**src/design/crpe_pkg.sv**
```systemverilog
// Shared types, constants and control/status bundles for the Catmull-Rom path evaluator.
// No dependencies; every other design file except crpe_ram imports this package.
`timescale 1ns / 1ps
`default_nettype none
package crpe_pkg;
  localparam int FRAC_BITS      = 16;
  localparam int MAX_POINTS_DEF = 64;
  localparam int COORD_W        = 32;
  localparam int HW             = 48;                 // Horner / position working width
  localparam int TW             = FRAC_BITS + 1;      // local parameter 0..1 inclusive
  localparam int MW             = HW + TW + 1;        // Horner product width
  localparam int EPS_FX         = ((2 ** FRAC_BITS) + 500) / 1000;
  localparam int HALF_FX        = 2 ** (FRAC_BITS - 1);
  localparam int MAG_W          = COORD_W - 1;        // normalized magnitude width
  localparam int SQ_W           = 2 * MAG_W;
  localparam int SUM_W          = 64;
  localparam int ROOT_W         = 32;
  localparam int SQRT_STEPS     = 32;
  localparam int DIV_STEPS      = 18;
  localparam int Q_W            = DIV_STEPS;
  localparam int NUM_W          = MAG_W + FRAC_BITS + 1;
  localparam int DEN_W          = ROOT_W + DIV_STEPS - 1;
  localparam int TAPS           = 4;
  localparam int HORNER_STEPS   = 3;
  localparam int CNT_W          = 6;
  localparam int WORD_W         = 3 * COORD_W;

  typedef enum logic [1:0] {
    REQ_ADD, REQ_CLEAR, REQ_POS, REQ_DIR
  } req_t;

  typedef enum logic [1:0] {
    STAT_OK, STAT_FULL, STAT_SAT
  } stat_t;

  typedef enum logic [1:0] {
    OUT_ZERO, OUT_FULL, OUT_POS, OUT_DIR
  } okind_t;

  typedef enum logic [4:0] {
    ST_IDLE, ST_DISP, ST_TCLAMP, ST_SEGMUL, ST_SEG, ST_READ, ST_COEF, ST_MUL, ST_ACC,
    ST_FIN, ST_DIFF, ST_MAX, ST_NORM, ST_SQ, ST_SQLD, ST_SQRT, ST_DIVLD, ST_DIV,
    ST_DIVEND, ST_OUT
  } state_t;

  typedef struct packed {
    logic       accept;
    logic       do_add;
    logic       do_clear;
    logic       tclamp;
    logic       segmul;
    logic       seg;
    logic       rd_issue;
    logic [1:0] rd_tap;
    logic       rd_cap;
    logic [1:0] cap_tap;
    logic       coef;
    logic       mul;
    logic       acc;
    logic [1:0] step;
    logic       fin;
    logic [1:0] comp;
    logic       pass;
    logic       diff;
    logic       maxc;
    logic       norm;
    logic       sq_mul;
    logic       sq_acc;
    logic       sqrt_ld;
    logic       sqrt_step;
    logic       div_ld;
    logic       div_step;
    logic       div_end;
    logic       load_out;
    okind_t     okind;
  } cmd_t;

  typedef struct packed {
    req_t req;
    logic cnt_zero;
    logic cnt_full;
    logic mx_zero;
    logic mx_hi;
    logic mx_lo;
    logic out_busy;
  } sts_t;
endpackage
`default_nettype wire

```
**src/design/crpe_ctrl.sv**
```systemverilog
// Sequencer for the path evaluator: issues datapath commands step by step.
// Depends on crpe_pkg for the state, command and status types.
`timescale 1ns / 1ps
`default_nettype none
module crpe_ctrl
  import crpe_pkg::*;
(
  input  wire logic clk,
  input  wire logic rst_n,
  input  wire logic in_valid,
  input  wire sts_t sts,
  output logic      in_stall,
  output cmd_t      cmd
);
  state_t            state_r, state_nxt;
  logic [CNT_W-1:0]  cnt_r, cnt_nxt;
  logic [1:0]        comp_r, comp_nxt;
  logic              pass_r, pass_nxt;
  okind_t            okind_r, okind_nxt;

  always_ff @(posedge clk) begin
    if (!rst_n) begin
      state_r <= ST_IDLE;
      cnt_r   <= '0;
      comp_r  <= '0;
      pass_r  <= 1'b0;
      okind_r <= OUT_ZERO;
    end else begin
      state_r <= state_nxt;
      cnt_r   <= cnt_nxt;
      comp_r  <= comp_nxt;
      pass_r  <= pass_nxt;
      okind_r <= okind_nxt;
    end
  end

  // next state
  always_comb begin
    state_nxt = state_r;
    cnt_nxt   = cnt_r;
    comp_nxt  = comp_r;
    pass_nxt  = pass_r;
    okind_nxt = okind_r;
    case (state_r)
      ST_IDLE: begin
        if (in_valid) begin
          state_nxt = ST_DISP;
        end
      end
      ST_DISP: begin
        okind_nxt = OUT_ZERO;
        pass_nxt  = 1'b0;
        case (sts.req)
          REQ_ADD: begin
            state_nxt = ST_OUT;
            if (sts.cnt_full) begin
              okind_nxt = OUT_FULL;
            end
          end
          REQ_CLEAR: state_nxt = ST_OUT;
          default: begin
            state_nxt = sts.cnt_zero ? ST_OUT : ST_TCLAMP;
          end
        endcase
      end
      ST_TCLAMP: state_nxt = ST_SEGMUL;
      ST_SEGMUL: state_nxt = ST_SEG;
      ST_SEG: begin
        state_nxt = ST_READ;
        cnt_nxt   = '0;
      end
      ST_READ: begin
        if (cnt_r == CNT_W'(TAPS)) begin
          state_nxt = ST_COEF;
          comp_nxt  = '0;
        end else begin
          cnt_nxt = cnt_r + 1'b1;
        end
      end
      ST_COEF: begin
        state_nxt = ST_MUL;
        cnt_nxt   = '0;
      end
      ST_MUL: state_nxt = ST_ACC;
      ST_ACC: begin
        if (cnt_r == CNT_W'(HORNER_STEPS - 1)) begin
          state_nxt = ST_FIN;
        end else begin
          cnt_nxt   = cnt_r + 1'b1;
          state_nxt = ST_MUL;
        end
      end
      ST_FIN: begin
        if (comp_r == 2'd2) begin
          if (sts.req == REQ_POS) begin
            state_nxt = ST_OUT;
            okind_nxt = OUT_POS;
          end else if (!pass_r) begin
            pass_nxt  = 1'b1;
            state_nxt = ST_TCLAMP;
          end else begin
            state_nxt = ST_DIFF;
          end
        end else begin
          comp_nxt  = comp_r + 1'b1;
          state_nxt = ST_COEF;
        end
      end
      ST_DIFF: state_nxt = ST_MAX;
      ST_MAX:  state_nxt = ST_NORM;
      ST_NORM: begin
        if (sts.mx_zero) begin
          state_nxt = ST_OUT;
          okind_nxt = OUT_ZERO;
        end else if (!sts.mx_hi && !sts.mx_lo) begin
          state_nxt = ST_SQ;
          cnt_nxt   = '0;
        end
      end
      ST_SQ: begin
        if (cnt_r == CNT_W'(3)) begin
          state_nxt = ST_SQLD;
        end else begin
          cnt_nxt = cnt_r + 1'b1;
        end
      end
      ST_SQLD: begin
        state_nxt = ST_SQRT;
        cnt_nxt   = '0;
      end
      ST_SQRT: begin
        if (cnt_r == CNT_W'(SQRT_STEPS - 1)) begin
          state_nxt = ST_DIVLD;
          comp_nxt  = '0;
        end else begin
          cnt_nxt = cnt_r + 1'b1;
        end
      end
      ST_DIVLD: begin
        state_nxt = ST_DIV;
        cnt_nxt   = '0;
      end
      ST_DIV: begin
        if (cnt_r == CNT_W'(DIV_STEPS - 1)) begin
          state_nxt = ST_DIVEND;
        end else begin
          cnt_nxt = cnt_r + 1'b1;
        end
      end
      ST_DIVEND: begin
        if (comp_r == 2'd2) begin
          state_nxt = ST_OUT;
          okind_nxt = OUT_DIR;
        end else begin
          comp_nxt  = comp_r + 1'b1;
          state_nxt = ST_DIVLD;
        end
      end
      ST_OUT: begin
        if (!sts.out_busy) begin
          state_nxt = ST_IDLE;
        end
      end
      default: state_nxt = ST_IDLE;
    endcase
  end

  // outputs
  always_comb begin
    cmd       = '0;
    cmd.comp  = comp_r;
    cmd.pass  = pass_r;
    cmd.okind = okind_r;
    cmd.step  = cnt_r[1:0];
    in_stall  = (state_r != ST_IDLE);
    case (state_r)
      ST_IDLE:   cmd.accept = in_valid;
      ST_DISP: begin
        cmd.do_add   = (sts.req == REQ_ADD) && !sts.cnt_full;
        cmd.do_clear = (sts.req == REQ_CLEAR);
      end
      ST_TCLAMP: cmd.tclamp = 1'b1;
      ST_SEGMUL: cmd.segmul = 1'b1;
      ST_SEG:    cmd.seg    = 1'b1;
      ST_READ: begin
        cmd.rd_issue = (cnt_r < CNT_W'(TAPS));
        cmd.rd_tap   = cnt_r[1:0];
        cmd.rd_cap   = (cnt_r != '0);
        cmd.cap_tap  = cnt_r[1:0] - 2'd1;
      end
      ST_COEF:   cmd.coef = 1'b1;
      ST_MUL:    cmd.mul  = 1'b1;
      ST_ACC:    cmd.acc  = 1'b1;
      ST_FIN:    cmd.fin  = 1'b1;
      ST_DIFF:   cmd.diff = 1'b1;
      ST_MAX:    cmd.maxc = 1'b1;
      ST_NORM:   cmd.norm = 1'b1;
      ST_SQ: begin
        cmd.comp   = cnt_r[1:0];
        cmd.sq_mul = (cnt_r < CNT_W'(3));
        cmd.sq_acc = (cnt_r != '0);
      end
      ST_SQLD:   cmd.sqrt_ld   = 1'b1;
      ST_SQRT:   cmd.sqrt_step = 1'b1;
      ST_DIVLD:  cmd.div_ld    = 1'b1;
      ST_DIV:    cmd.div_step  = 1'b1;
      ST_DIVEND: cmd.div_end   = 1'b1;
      ST_OUT:    cmd.load_out  = !sts.out_busy;
      default:   cmd.accept    = 1'b0;
    endcase
  end
endmodule
`default_nettype wire

```
**config.mk**
```make
export PLATFORM = sky130hd
export DESIGN_NAME = crpe_ctrl
export DESIGN_NICKNAME = d
export VERILOG_FILES = /design/src/design/crpe_pkg.sv /design/src/design/crpe_ctrl.sv
export SDC_FILE = /design/constraint.sdc
export NUM_CORES = 1
export LEC_CHECK = 0
export BUFFER_PORTS_ARGS = -buffer_cell sky130_fd_sc_hd__buf_2
export CAP_MARGIN = 40
export CORE_UTILIZATION = 50
export CTS_CLUSTER_DIAMETER = 100
export CTS_CLUSTER_SIZE = 10
export DETAILED_ROUTE_END_ITERATION = 8
export PLACE_DENSITY = 0.76
export SLEW_MARGIN = 30
export SYNTH_ARGS = -nofsm -noshare
export SYNTH_HDL_FRONTEND = slang
export SYNTH_SLANG_ARGS = --single-unit
```
**constraint.sdc**
```tcl
create_clock -name clk -period 3.11 [get_ports clk]
set_clock_uncertainty 0.05 [all_clocks]
set_input_delay 0.1555 -clock clk [delete_from_list [all_inputs] [get_ports clk]]
set_output_delay 0.1555 -clock clk [all_outputs]
set_load 0.05 [all_outputs]
```
; Word-level counts from Yosys, hierarchy flattened
; Index checks and enable logic that the tools add are counted.
; W data, S select, Z words.
[word_totals]
reg_bits = 16
input_bits = 11
out_inout_bits = 35
word_cells = 138
[classes]
n_addsub = 3
n_lt_le_gt_ge = 2
eq_ne = 47
n_mux = 59
n_reduce_logical = 22
[op_table]
columns = cell, count
row1 = $pmux W5 S20, 1
row2 = $mux W5, 12
row3 = $mux W6, 8
row4 = $pmux W6 S7, 1
row5 = $eq A5 B4 Y1 const B, 8
row6 = $ne A2 B2 Y1 const B, 19
row7 = $mux W2, 11
row8 = $mux W1, 21
row9 = $eq A5 B3 Y1 const B, 4
row10 = $eq A5 B5 Y1 const B, 4
row11 = $eq A6 B2 Y1 const B, 2
row12 = $eq A6 B5 Y1 const B, 2
row13 = $eq A5 B2 Y1 const B, 2
row14 = $mux W4, 2
row15 = $pmux W2 S4, 1
row16 = $reduce_and A8 Y1, 1
row17 = $reduce_and A7 Y1, 1
row18 = $reduce_bool A7 Y1, 1
row19 = $add A6 B1 Y6 const B, 1
row20 = $eq A6 B3 Y1 const B, 1
row21 = $lt A6 B2 Y1 const B, 1
row22 = $lt A6 B3 Y1 const B, 1
row23 = $pmux W2 S3, 1
row24 = $reduce_bool A6 Y1, 1
row25 = other kinds (20), 26

; Logic depth before layout (Yosys ltp)
; Gate-level depths: netlist of run 1.
[logic_depth]
word_depth = 5
ltp_mapped = 8
mapped_depth_nobuf = 7

; Worst setup path after synthesis of run 1
; No wires, ideal clock.
[synth_timing]
path_type = reg-to-output
from = reg state_r[2]
to = out cmd[32] (netlist name)
arrival_time_ns = 2.420
required_ns = 2.904
path_slack_ns = 0.484
stages_incl_launch_ff = 5
n_path_buf = 1
path_cell_list = dfxtp_1 -> clkbuf_4 -> nor3_2 -> nand2_1 -> nor4_1
[synth_rtl]
columns = item, line_no
row1 = from (decl), crpe_ctrl.sv:15  ; state_t state_r, state_nxt;
row2 = from (signal assigned), crpe_ctrl.sv:29  ; state_r <= state_nxt;
row3 = to (decl), crpe_ctrl.sv:13  ; output cmd_t cmd

==> results.md, run 1 <==
* Setup bufs post-CTS at 0
* Placed instance count at 322
* Top Family by Delay on Critical Path: simple AND/OR/NAND/NOR gates
* Leakage at 0.000863 uW
* Die height at 61.4 um
* Crit-path max cell delay at 0.79 ns
* Layout cell share with drive strength beyond 1 at 0.238
* CTS Sinks at 16
* Clock Path Buffers at 2
* CP endpoint kind: primary output
* Iter 0 DRT Violations at 147
* I/O pin count at 46
* CP Cell Sequence: nor3b_1 > nand2_1 > a21oi_1 > buf_2
* Max cap viols at 0
* CP max stage cell: dfxtp_1
* Clock period minus worst slack at 2.63 ns
* Routed Antenna Nets at 0
* Worst R2R End: state_r[4]$_SDFFE_PN0P_
* Post-Layout Inst Area at 2010 um2
* Top FF cell, synth: dfxtp_1
* Post-synthesis cell area at 1770 um2
* GRT Resource Usage Total at 0.269
* Critical Path AT at 2.42 ns
* Power density over the cells at 707 nW/um2
* Startpoint types: flop
* CTS Buf Count at 3
* PortBufs at 45
* Multi-input gate area at 1310 um2
* Drt total wl at 4.99 mm
* Power Total at 1420 uW
* Reg2reg start: state_r[2]$_SDFFE_PN0P_
* PostCTS Resize Cnt at 0
* Clk Latency, worst-skew pair at 0.29 ns
* Yosys cell types at 64
* Mapped Nets at 264
* Worst min path class: in -> reg
* Root Driver: clkbuf_4
* Req. time, crit path at 2.90 ns
* Post-Synthesis Cells at 248
* Finish-stage setup viols at 0
* Worst vdd ir at 287 uV
* Critical Path Source: state_r[2]$_SDFFE_PN0P_
* Via count at 2046
* Area growth syn-to-layout at 13.7%
* Initial antenna violation count at 0
* Worst Tran Pin Value at 0.839 ns
* Status: complete, no violations
* YS warnings at 0
* Placement Rows at 21
* Setup ws final at 0.485 ns
* Crit Path Category: reg -> out
* Largest net degree at the start of global routing at 27
* Chip Width at 61.4 um
* Final worst-path cycle share at 0.844
* Routed WL per cell at 15.3 um
* Final #Nets at 298
* Post-synth EDFFs at 0
* FF/Latch Area at 320 um2
* Pre-CTS WS at 0.712 ns
* CP Max Fanout at 20
* Post-CTS Hold Buffers at 0
* Worst hold start: rst_n
* GPL Wtd Cong at 0.901
* Worst Reg2Reg Path Length in Cells at 5
* Total gr overflow at 0
* First-pass GRT wire length at 7.56 mm
* Worst rel slew slack at 0.440
* CTS tree: yes
* Synthesis-stage register bit count at 16
* Seq/Total Area, Yosys at 0.181
* Placement Cell Area at 1960 um2
* Diode count at 0
* Drt pass-1 iters at 5
* R2r setup slk at 0.64 ns
* Vias in the first global route at 1659
* Syn_area_per_cell at 7.12 um2
* Fillcell total at 360
* Vias/cell at 6.26
* Worst Path Buf+Inv at 1
* H-tree depth at 1
* DPL Wire Length at 3.65 mm
* Initial core utilization at 0.525
* FFs w/ async S/R, synth at 0
* Hold EP: pass_r$_SDFFE_PN0P_
* RSZ-0062 raised after global routing: false
* DR DRC count at 0
* Fmax at 381 MHz
* Final Hold Fails at 0
* Most common cell after layout, fill and taps aside: buf_2
* Final max-slew violation count at 0
* Hold path depth at 3
* Die Footprint at 3770 um2
* Core Footprint at 3360 um2
* Setup_tns at 0 ns
* Commonest non-fill, non-tap cells in the layout: buf_2, nand2_1, nor2_1, dfxtp_1, a21oi_1
* Worst-path clk slew at 0.10 ns
* Post-Layout Cell Count at 327
worst max path at each step:
stage / slack, ns / endpoint / cells after the start
after floorplan: 0.48 / cmd[32] / 4
after global placement: 0.82 / cnt_r[3]$_SDFFE_PN0P_ / 5
after detailed placement: 0.71 / cnt_r[3]$_SDFFE_PN0P_ / 5
after CTS: 0.54 / cmd[24] / 4
after global routing: 0.23 / cmd[24] / 4
final: 0.48 / cmd[24] / 4
layout make-up:
type	count	area share
clock buffer	4	0.0181
inverter	9	0.0168
multi-input combinational	204	0.652
sequential	16	0.160
tap	46	0.0287
timing repair buffer	48	0.125
layer usage:
metal,part of all wire,GRT usage,up-vias
li1,-,-,981
met1,0.44,0.356,966
met2,0.47,0.439,85
met5,0,0,-
met3,0.065,0.0315,14
met4,0.026,0.121,0
power by group:
part	switching (uW)	internal (uW)	total [uW]
sequential	97.8	244	342
combinational	625	309	934
clock	72.3	71.4	144
synthesized netlist by cell type (all sizes together) (6+ instances only):
cell	number	area, um2
clkbuf	6	26.3
a21oi	12	60.1
nand2	30	113
buf	13	76.3
nor3	11	65.1
and3	7	43.8
nor4	6	52.6
dfxtp	16	320
nand2b	7	43.8
o21ai	9	48.8
nor2	30	113
nand3	10	55.1
inv	8	30.0
nor3b	6	45.0
nor2b	8	50.1
flip-flops by register name (all words and copies together), names as in the netlist:
register / cells
pass_r: 1
comp_r: 2
state_r: 5
cnt_r: 6
okind_r: 2
worst min-delay path: cells and delay by family:
| family | cells | cell delay (ns) |
|---|---|---|
| buf+inv | 1 | 0.19 |
| simple gates | 2 | 0.12 |
per-stage QoR:
step,utilization,hold WS [ns]
after CTS,0.594,0.148
after detailed placement,0.583,0.427
final,0.597,0.153
after global placement,0.583,0.430
after floorplan,-,0.268
after global routing,0.597,0.172
cell families (layout without fill, tap and decap cells):
| kind of cell | Yosys count | count (layout) | synth area share |
|---|---|---|---|
| flops | 16 | 16 | 0.181 |
| xor+xnor | 1 | 1 | 0.00496 |
| compound gates | 58 | 58 | 0.250 |
| buf+inv | 28 | 61 | 0.0772 |
| mux | 6 | 6 | 0.0347 |
| fa+ha+maj | 5 | 5 | 0.0354 |
| simple gates | 134 | 134 | 0.416 |
Note: power is estimated with default switching activity, not from simulation.
==> run 2, diff against run 1 <==
- CORE_UTILIZATION: 50 -> 48
- clock period: 3.11 -> 2.2 ns (I/O delays scaled with it)
==> run 2 against run 1 <==
Clock-buffer cell count down 1. Register-to-register slack worse by 0.49 ns. First-iteration DRC count up 140%. Combinational power grew 62%. Routed wire length increased by 7.9%. Non-clock buffer count is 13 higher. Utilization grew 2.8 points. Total power rose by 52%. Worst hold slack better by 0.071 ns. Sequential share of layout area shrank 1.0 points. Clock power increased by 62%. Global-route usage is 1.3 points higher. Largest power group unchanged.
==> results.md, run 2 (same netlist as run 1, synthesis figures left out) <==
* Worst rel slew slack at 0.644
* CTS Sinks at 16
* Iter 0 DRT Violations at 347
* Die Footprint at 3920 um2
* Worst Tran Pin Value at 0.533 ns
* Seq pwr share at 0.192
* Multi-input gate area at 1340 um2
* Largest net degree at the start of global routing at 31
* Max FFs per register at 6
* Clock share of power at 0.108
* GRT Resource Usage Total at 0.282
* Drt pass-1 iters at 5
* Worst Reg2Reg Path Length in Cells at 7
* Placement Rows at 21
* Initial core utilization at 0.513
* First-pass GRT wire length at 8.95 mm
* CP endpoint kind: primary output
* Clock period minus worst slack at 2.11 ns
* Worst min path class: in -> reg
* Leakage at 0.000934 uW
* Startpoint types: flop
* Chip Width at 62.6 um
* Clk Latency, worst-skew pair at 0.26 ns
* Fillcell total at 344
* Max cap viols at 0
* Vias in the first global route at 1819
* I/O pin count at 46
* Fmax at 473 MHz
* Critical Path AT at 1.95 ns
* Worst hold start: rst_n
* Status: complete, no violations
* Final Hold Fails at 0
* Int Pwr at 975 uW
* Worst vdd ir at 490 uV
* Routed Antenna Nets at 0
* Power Total at 2150 uW
* Most common cell after layout, fill and taps aside: buf_2
* FF/Latch Area at 322 um2
* Final worst-path cycle share at 0.960
* Power density over the cells at 1000 nW/um2
* R2r setup slk at 0.15 ns
* Initial antenna violation count at 0
* Area growth syn-to-layout at 22.0%
* CTS tree: yes
* Drt total wl at 5.38 mm
* Commonest non-fill, non-tap cells in the layout: buf_2, nand2_1, nor2_1, dfxtp_1, buf_4
* PortBufs at 45
* Gate power share at 0.700
* Clock Path Buffers at 2
* Final #Nets at 311
* Req. time, crit path at 2.04 ns
* Worst-path clk slew at 0.07 ns
* Worst R2R End: cnt_r[2]$_SDFFE_PN0P_
* Hold EP: cnt_r[2]$_SDFFE_PN0P_
* Diode count at 0
* Layout cell share with drive strength beyond 1 at 0.287
* Finish-stage setup viols at 0
* Largest registers: cnt_r x6, state_r x5
* Die height at 62.6 um
* Reg2reg start: cnt_r[1]$_SDFFE_PN0P_
* Setup_tns at 0 ns
* Vias/cell at 6.17
* Largest Register: cnt_r
* H-tree depth at 1
* Final max-slew violation count at 0
* CTS Buf Count at 3
* GPL Wtd Cong at 0.951
* Total gr overflow at 0
* Via count at 2092
* Hold path depth at 3
* DR DRC count at 0
* Root Driver: clkbuf_8
* Sw Ratio at 0.548
* Setup bufs post-CTS at 0
* CP Max Fanout at 15
* Routed WL per cell at 15.9 um
* Core Footprint at 3440 um2
* DPL Wire Length at 4.02 mm
* P_sw at 1180 uW
* Crit Path Category: reg -> out
run 2: changes by cell type in the layout (fill, tap and decap cells not counted), sizes merged:
cell	delta
buf	+11
clkbuf	+1
run 2: worst max-delay path, cell delays in order, from the launching register on:
cell and delay [ns]:
dfxtp_1 0.42, buf_4 0.24, or3b_1 0.45, nor2_4 0.15
nand2_1 0.07, o21ai_0 0.09, clkbuf_4 0.26
run 2: what timing repair did:
item / 4_1_cts / 5_1_grt
endpoints found under the hold margin: 0 / 0
hold buffers: 0 / 0
gates cloned: 0 / 0
pin swaps: 0 / 0
gates resized for setup: 2 / 4
setup endpoints to repair: 2 / 6
run 2: stage by stage:
stage                     utilization  instances  area [um2]  hold WS (ns)  setup slack, ns
after global routing            0.626        339        2150         0.221          -0.0105
after CTS                       0.621        339        2140         0.221           0.0605
final                           0.626        339        2150         0.224           0.0872
after floorplan                     -        248        1780         0.223           0.0277
after global placement          0.608        336        2090         0.415            0.164
after detailed placement        0.608        336        2090         0.447            0.167
run 2: power by group through the flow:
stage | registers (uW) | clock network [uW] | logic [uW]
6_report | 414 | 233 | 1510
5_1_grt | 422 | 250 | 1620
2_1_floorplan | 462 | 0 | 1090
3_5_place_dp | 417 | 0 | 1460
3_3_place_gp | 412 | 0 | 1450
4_1_cts | 412 | 239 | 1470
run 2: layer usage:
layer / part of all wire / wire (um) / vias to the layer above / global-route usage
li1: - / - / 1002 / -
met1: 0.44 / 2380 / 977 / 0.387
met2: 0.46 / 2460 / 101 / 0.444
met3: 0.080 / 428 / 12 / 0.0529
met4: 0.020 / 109 / 0 / 0.0814
met5: 0 / 0 / - / 0
run 2: cell type report:
class                      count  share of cell area
tap                           46              0.0267
clock buffer                   3              0.0192
multi-input combinational    204               0.621
inverter                       9              0.0157
timing repair buffer          61               0.169
sequential                    16               0.149
run 2: worst max path at each step:
| stage | start | end | slack [ns] | cells past startpoint |
|---|---|---|---|---|
| final | state_r[4]$_SDFFE_PN0P_ | cmd[14] | 0.09 | 6 |
| after global routing | state_r[4]$_SDFFE_PN0P_ | cmd[9] | -0.01 | 6 |
| after CTS | state_r[4]$_SDFFE_PN0P_ | cmd[14] | 0.06 | 6 |
| after detailed placement | cnt_r[1]$_SDFFE_PN0P_ | cnt_r[2]$_SDFFE_PN0P_ | 0.17 | 7 |
| after global placement | cnt_r[1]$_SDFFE_PN0P_ | cnt_r[2]$_SDFFE_PN0P_ | 0.16 | 7 |
| after floorplan | state_r[4]$_SDFFE_PN0P_ | cmd[15] | 0.03 | 3 |
==> run 3, diff against run 2 <==
- CORE_UTILIZATION: 48 -> 30
- PLACE_DENSITY: 0.76 -> 0.52
==> run 3 against run 2 <==
Worst hold slack better by 0.011 ns. Combinational power up 9%. Clock power up 18%. Maximum frequency up 1.9%. Total power up 9.8%. Sequential share of layout area down 1.0 points. Critical endpoint is now cnt_r[2]$_SDFFE_PN0P_.
==> results.md, run 3 (same netlist as run 1, synthesis figures left out) <==
* Iter 0 DRT Violations at 174
* R2r setup slk at 0.13 ns
* CTS Sinks at 16
* Vias in the first global route at 2011
* Commonest non-fill, non-tap cells in the layout: buf_2, nand2_1, nor2_1, buf_4, dfxtp_1
* Gate power share at 0.697
* CP Max Fanout at 6
* Post-Layout Cell Count at 378
* CP endpoint kind: flop
* Fmax at 483 MHz
* DPL Wire Length at 4.66 mm
* Int Pwr at 1150 uW
* Placement Cell Area at 2240 um2
* Area growth syn-to-layout at 31.3%
* Placed instance count at 374
* Clock period minus worst slack at 2.07 ns
* Crit Path Category: reg -> reg
* GRT Resource Usage Total at 0.202
* Routed Antenna Nets at 0
* I/O pin count at 46
* Final worst-path cycle share at 0.942
* Worst hold start: rst_n
* Req. time, crit path at 2.29 ns
* Seq pwr share at 0.187
* Setup_tns at 0 ns
* Diode count at 0
* Worst rel slew slack at 0.684
* Placement Rows at 27
* Finish-stage setup viols at 0
* Max FFs per register at 6
* Clk Latency, worst-skew pair at 0.25 ns
* Worst Reg2Reg Path Length in Cells at 7
* Worst R2R End: cnt_r[2]$_SDFFE_PN0P_
* H-tree depth at 1
* Initial core utilization at 0.317
* Largest registers: cnt_r x6, state_r x5
* Most common cell after layout, fill and taps aside: buf_2
* Largest Register: cnt_r
* Layout cell share with drive strength beyond 1 at 0.324
* Hold EP: pass_r$_SDFFE_PN0P_
* First-pass GRT wire length at 9.87 mm
* DR DRC count at 0
* P_sw at 1220 uW
* Die height at 78.7 um
* Leakage at 0.00101 uW
* RSZ-0062 raised after global routing: false
* Post-CTS Hold Buffers at 0
* Sw Ratio at 0.515
* Clock share of power at 0.116
* Setup bufs post-CTS at 0
* Chip Width at 78.7 um
* Post-Layout Inst Area at 2320 um2
* Final max-slew violation count at 0
* Final #Nets at 323
* Critical Path AT at 2.16 ns
* Die Footprint at 6200 um2
* Initial antenna violation count at 0
* Worst Hold Slack at 0.235 ns
* Clock Path Buffers at 2
* Drt total wl at 5.98 mm
* Routed WL per cell at 15.8 um
* Largest net degree at the start of global routing at 25
* Status: complete, no violations
* CTS tree: yes
* GPL Wtd Cong at 0.876
* Worst min path class: in -> reg
* Total gr overflow at 0
* CTS Buf Count at 3
* Final Hold Fails at 0
* Worst Tran Pin Value at 0.469 ns
* Worst-path clk slew at 0.07 ns
* Core Footprint at 5570 um2
* Worst vdd ir at 489 uV
* Reg2reg start: cnt_r[0]$_SDFFE_PN0P_
* Vias/cell at 5.47
* Drt pass-1 iters at 4
* PortBufs at 45
* Startpoint types: flop
* Via count at 2068
* Root Driver: clkbuf_8
* Hold path depth at 4
* Power density over the cells at 1020 nW/um2
* Max cap viols at 0
==> run 3: changes by cell type in the layout (fill, tap and decap cells not counted), sizes merged <==
cell    previous run  this run
clkbuf             5         4
buf               59        73
==> run 3: cell type report <==
class / count / area, um2
clock buffers: 4 / 55.1
fillers: 606 / 3260
inverters: 9 / 33.8
multi-input cells: 204 / 1340
flip-flops and latches: 16 / 323
well taps: 72 / 90.1
repair buffers: 73 / 478
==> run 3: worst max path at each step <==
stage / end / from / depth (start not counted)
2_1_floorplan: cmd[15] / state_r[4]$_SDFFE_PN0P_ / 3
3_3_place_gp: cnt_r[2]$_SDFFE_PN0P_ / cnt_r[1]$_SDFFE_PN0P_ / 7
3_5_place_dp: cnt_r[2]$_SDFFE_PN0P_ / cnt_r[1]$_SDFFE_PN0P_ / 7
4_1_cts: cmd[31] / state_r[1]$_SDFFE_PN0P_ / 6
5_1_grt: cmd[14] / state_r[0]$_SDFFE_PN0P_ / 7
6_report: cnt_r[2]$_SDFFE_PN0P_ / cnt_r[0]$_SDFFE_PN0P_ / 7
==> run 3: per-stage QoR <==
step                 util  power, uW  setup slack (ns)
floorplan               -       1550            0.0277
global placement    0.402       2060             0.167
detailed placement  0.402       2060             0.143
CTS                 0.413       2350            0.0382
global route        0.416       2540            0.0180
finish              0.416       2370             0.127
==> run 3: power groups by stage <==
stage / Combinational (uW) / Clock, uW / Sequential [uW]
6_report: 1650 / 276 / 442
3_5_place_dp: 1620 / 0 / 444
3_3_place_gp: 1620 / 0 / 441
5_1_grt: 1790 / 298 / 457
2_1_floorplan: 1090 / 0 / 462
4_1_cts: 1620 / 290 / 437
==> run 3: metal layers <==
layer  share of wire  global-route usage  vias to the layer above
li1                -                   -                     1029
met1            0.46               0.272                      966
met2            0.48               0.334                       69
met3           0.058              0.0310                        4
met4          0.0064              0.0481                        0
met5               0                   0                        -
==> run 3: repair_timing <==
action / 4_1_cts / 5_1_grt
endpoints found under the hold margin: 0 / 0
setup endpoints to repair: 2 / 6
gates resized for setup: 2 / 6
pin swaps: 0 / 0
==> run 3: worst max-delay path, stage by stage (launching register included) <==
cell     delay [ns]
dfxtp_1        0.37
buf_4          0.17
ha_1           0.21
nand4_1        0.09
nor4_1         0.07
or4b_4         0.55
o41ai_2        0.35
a21oi_1        0.09
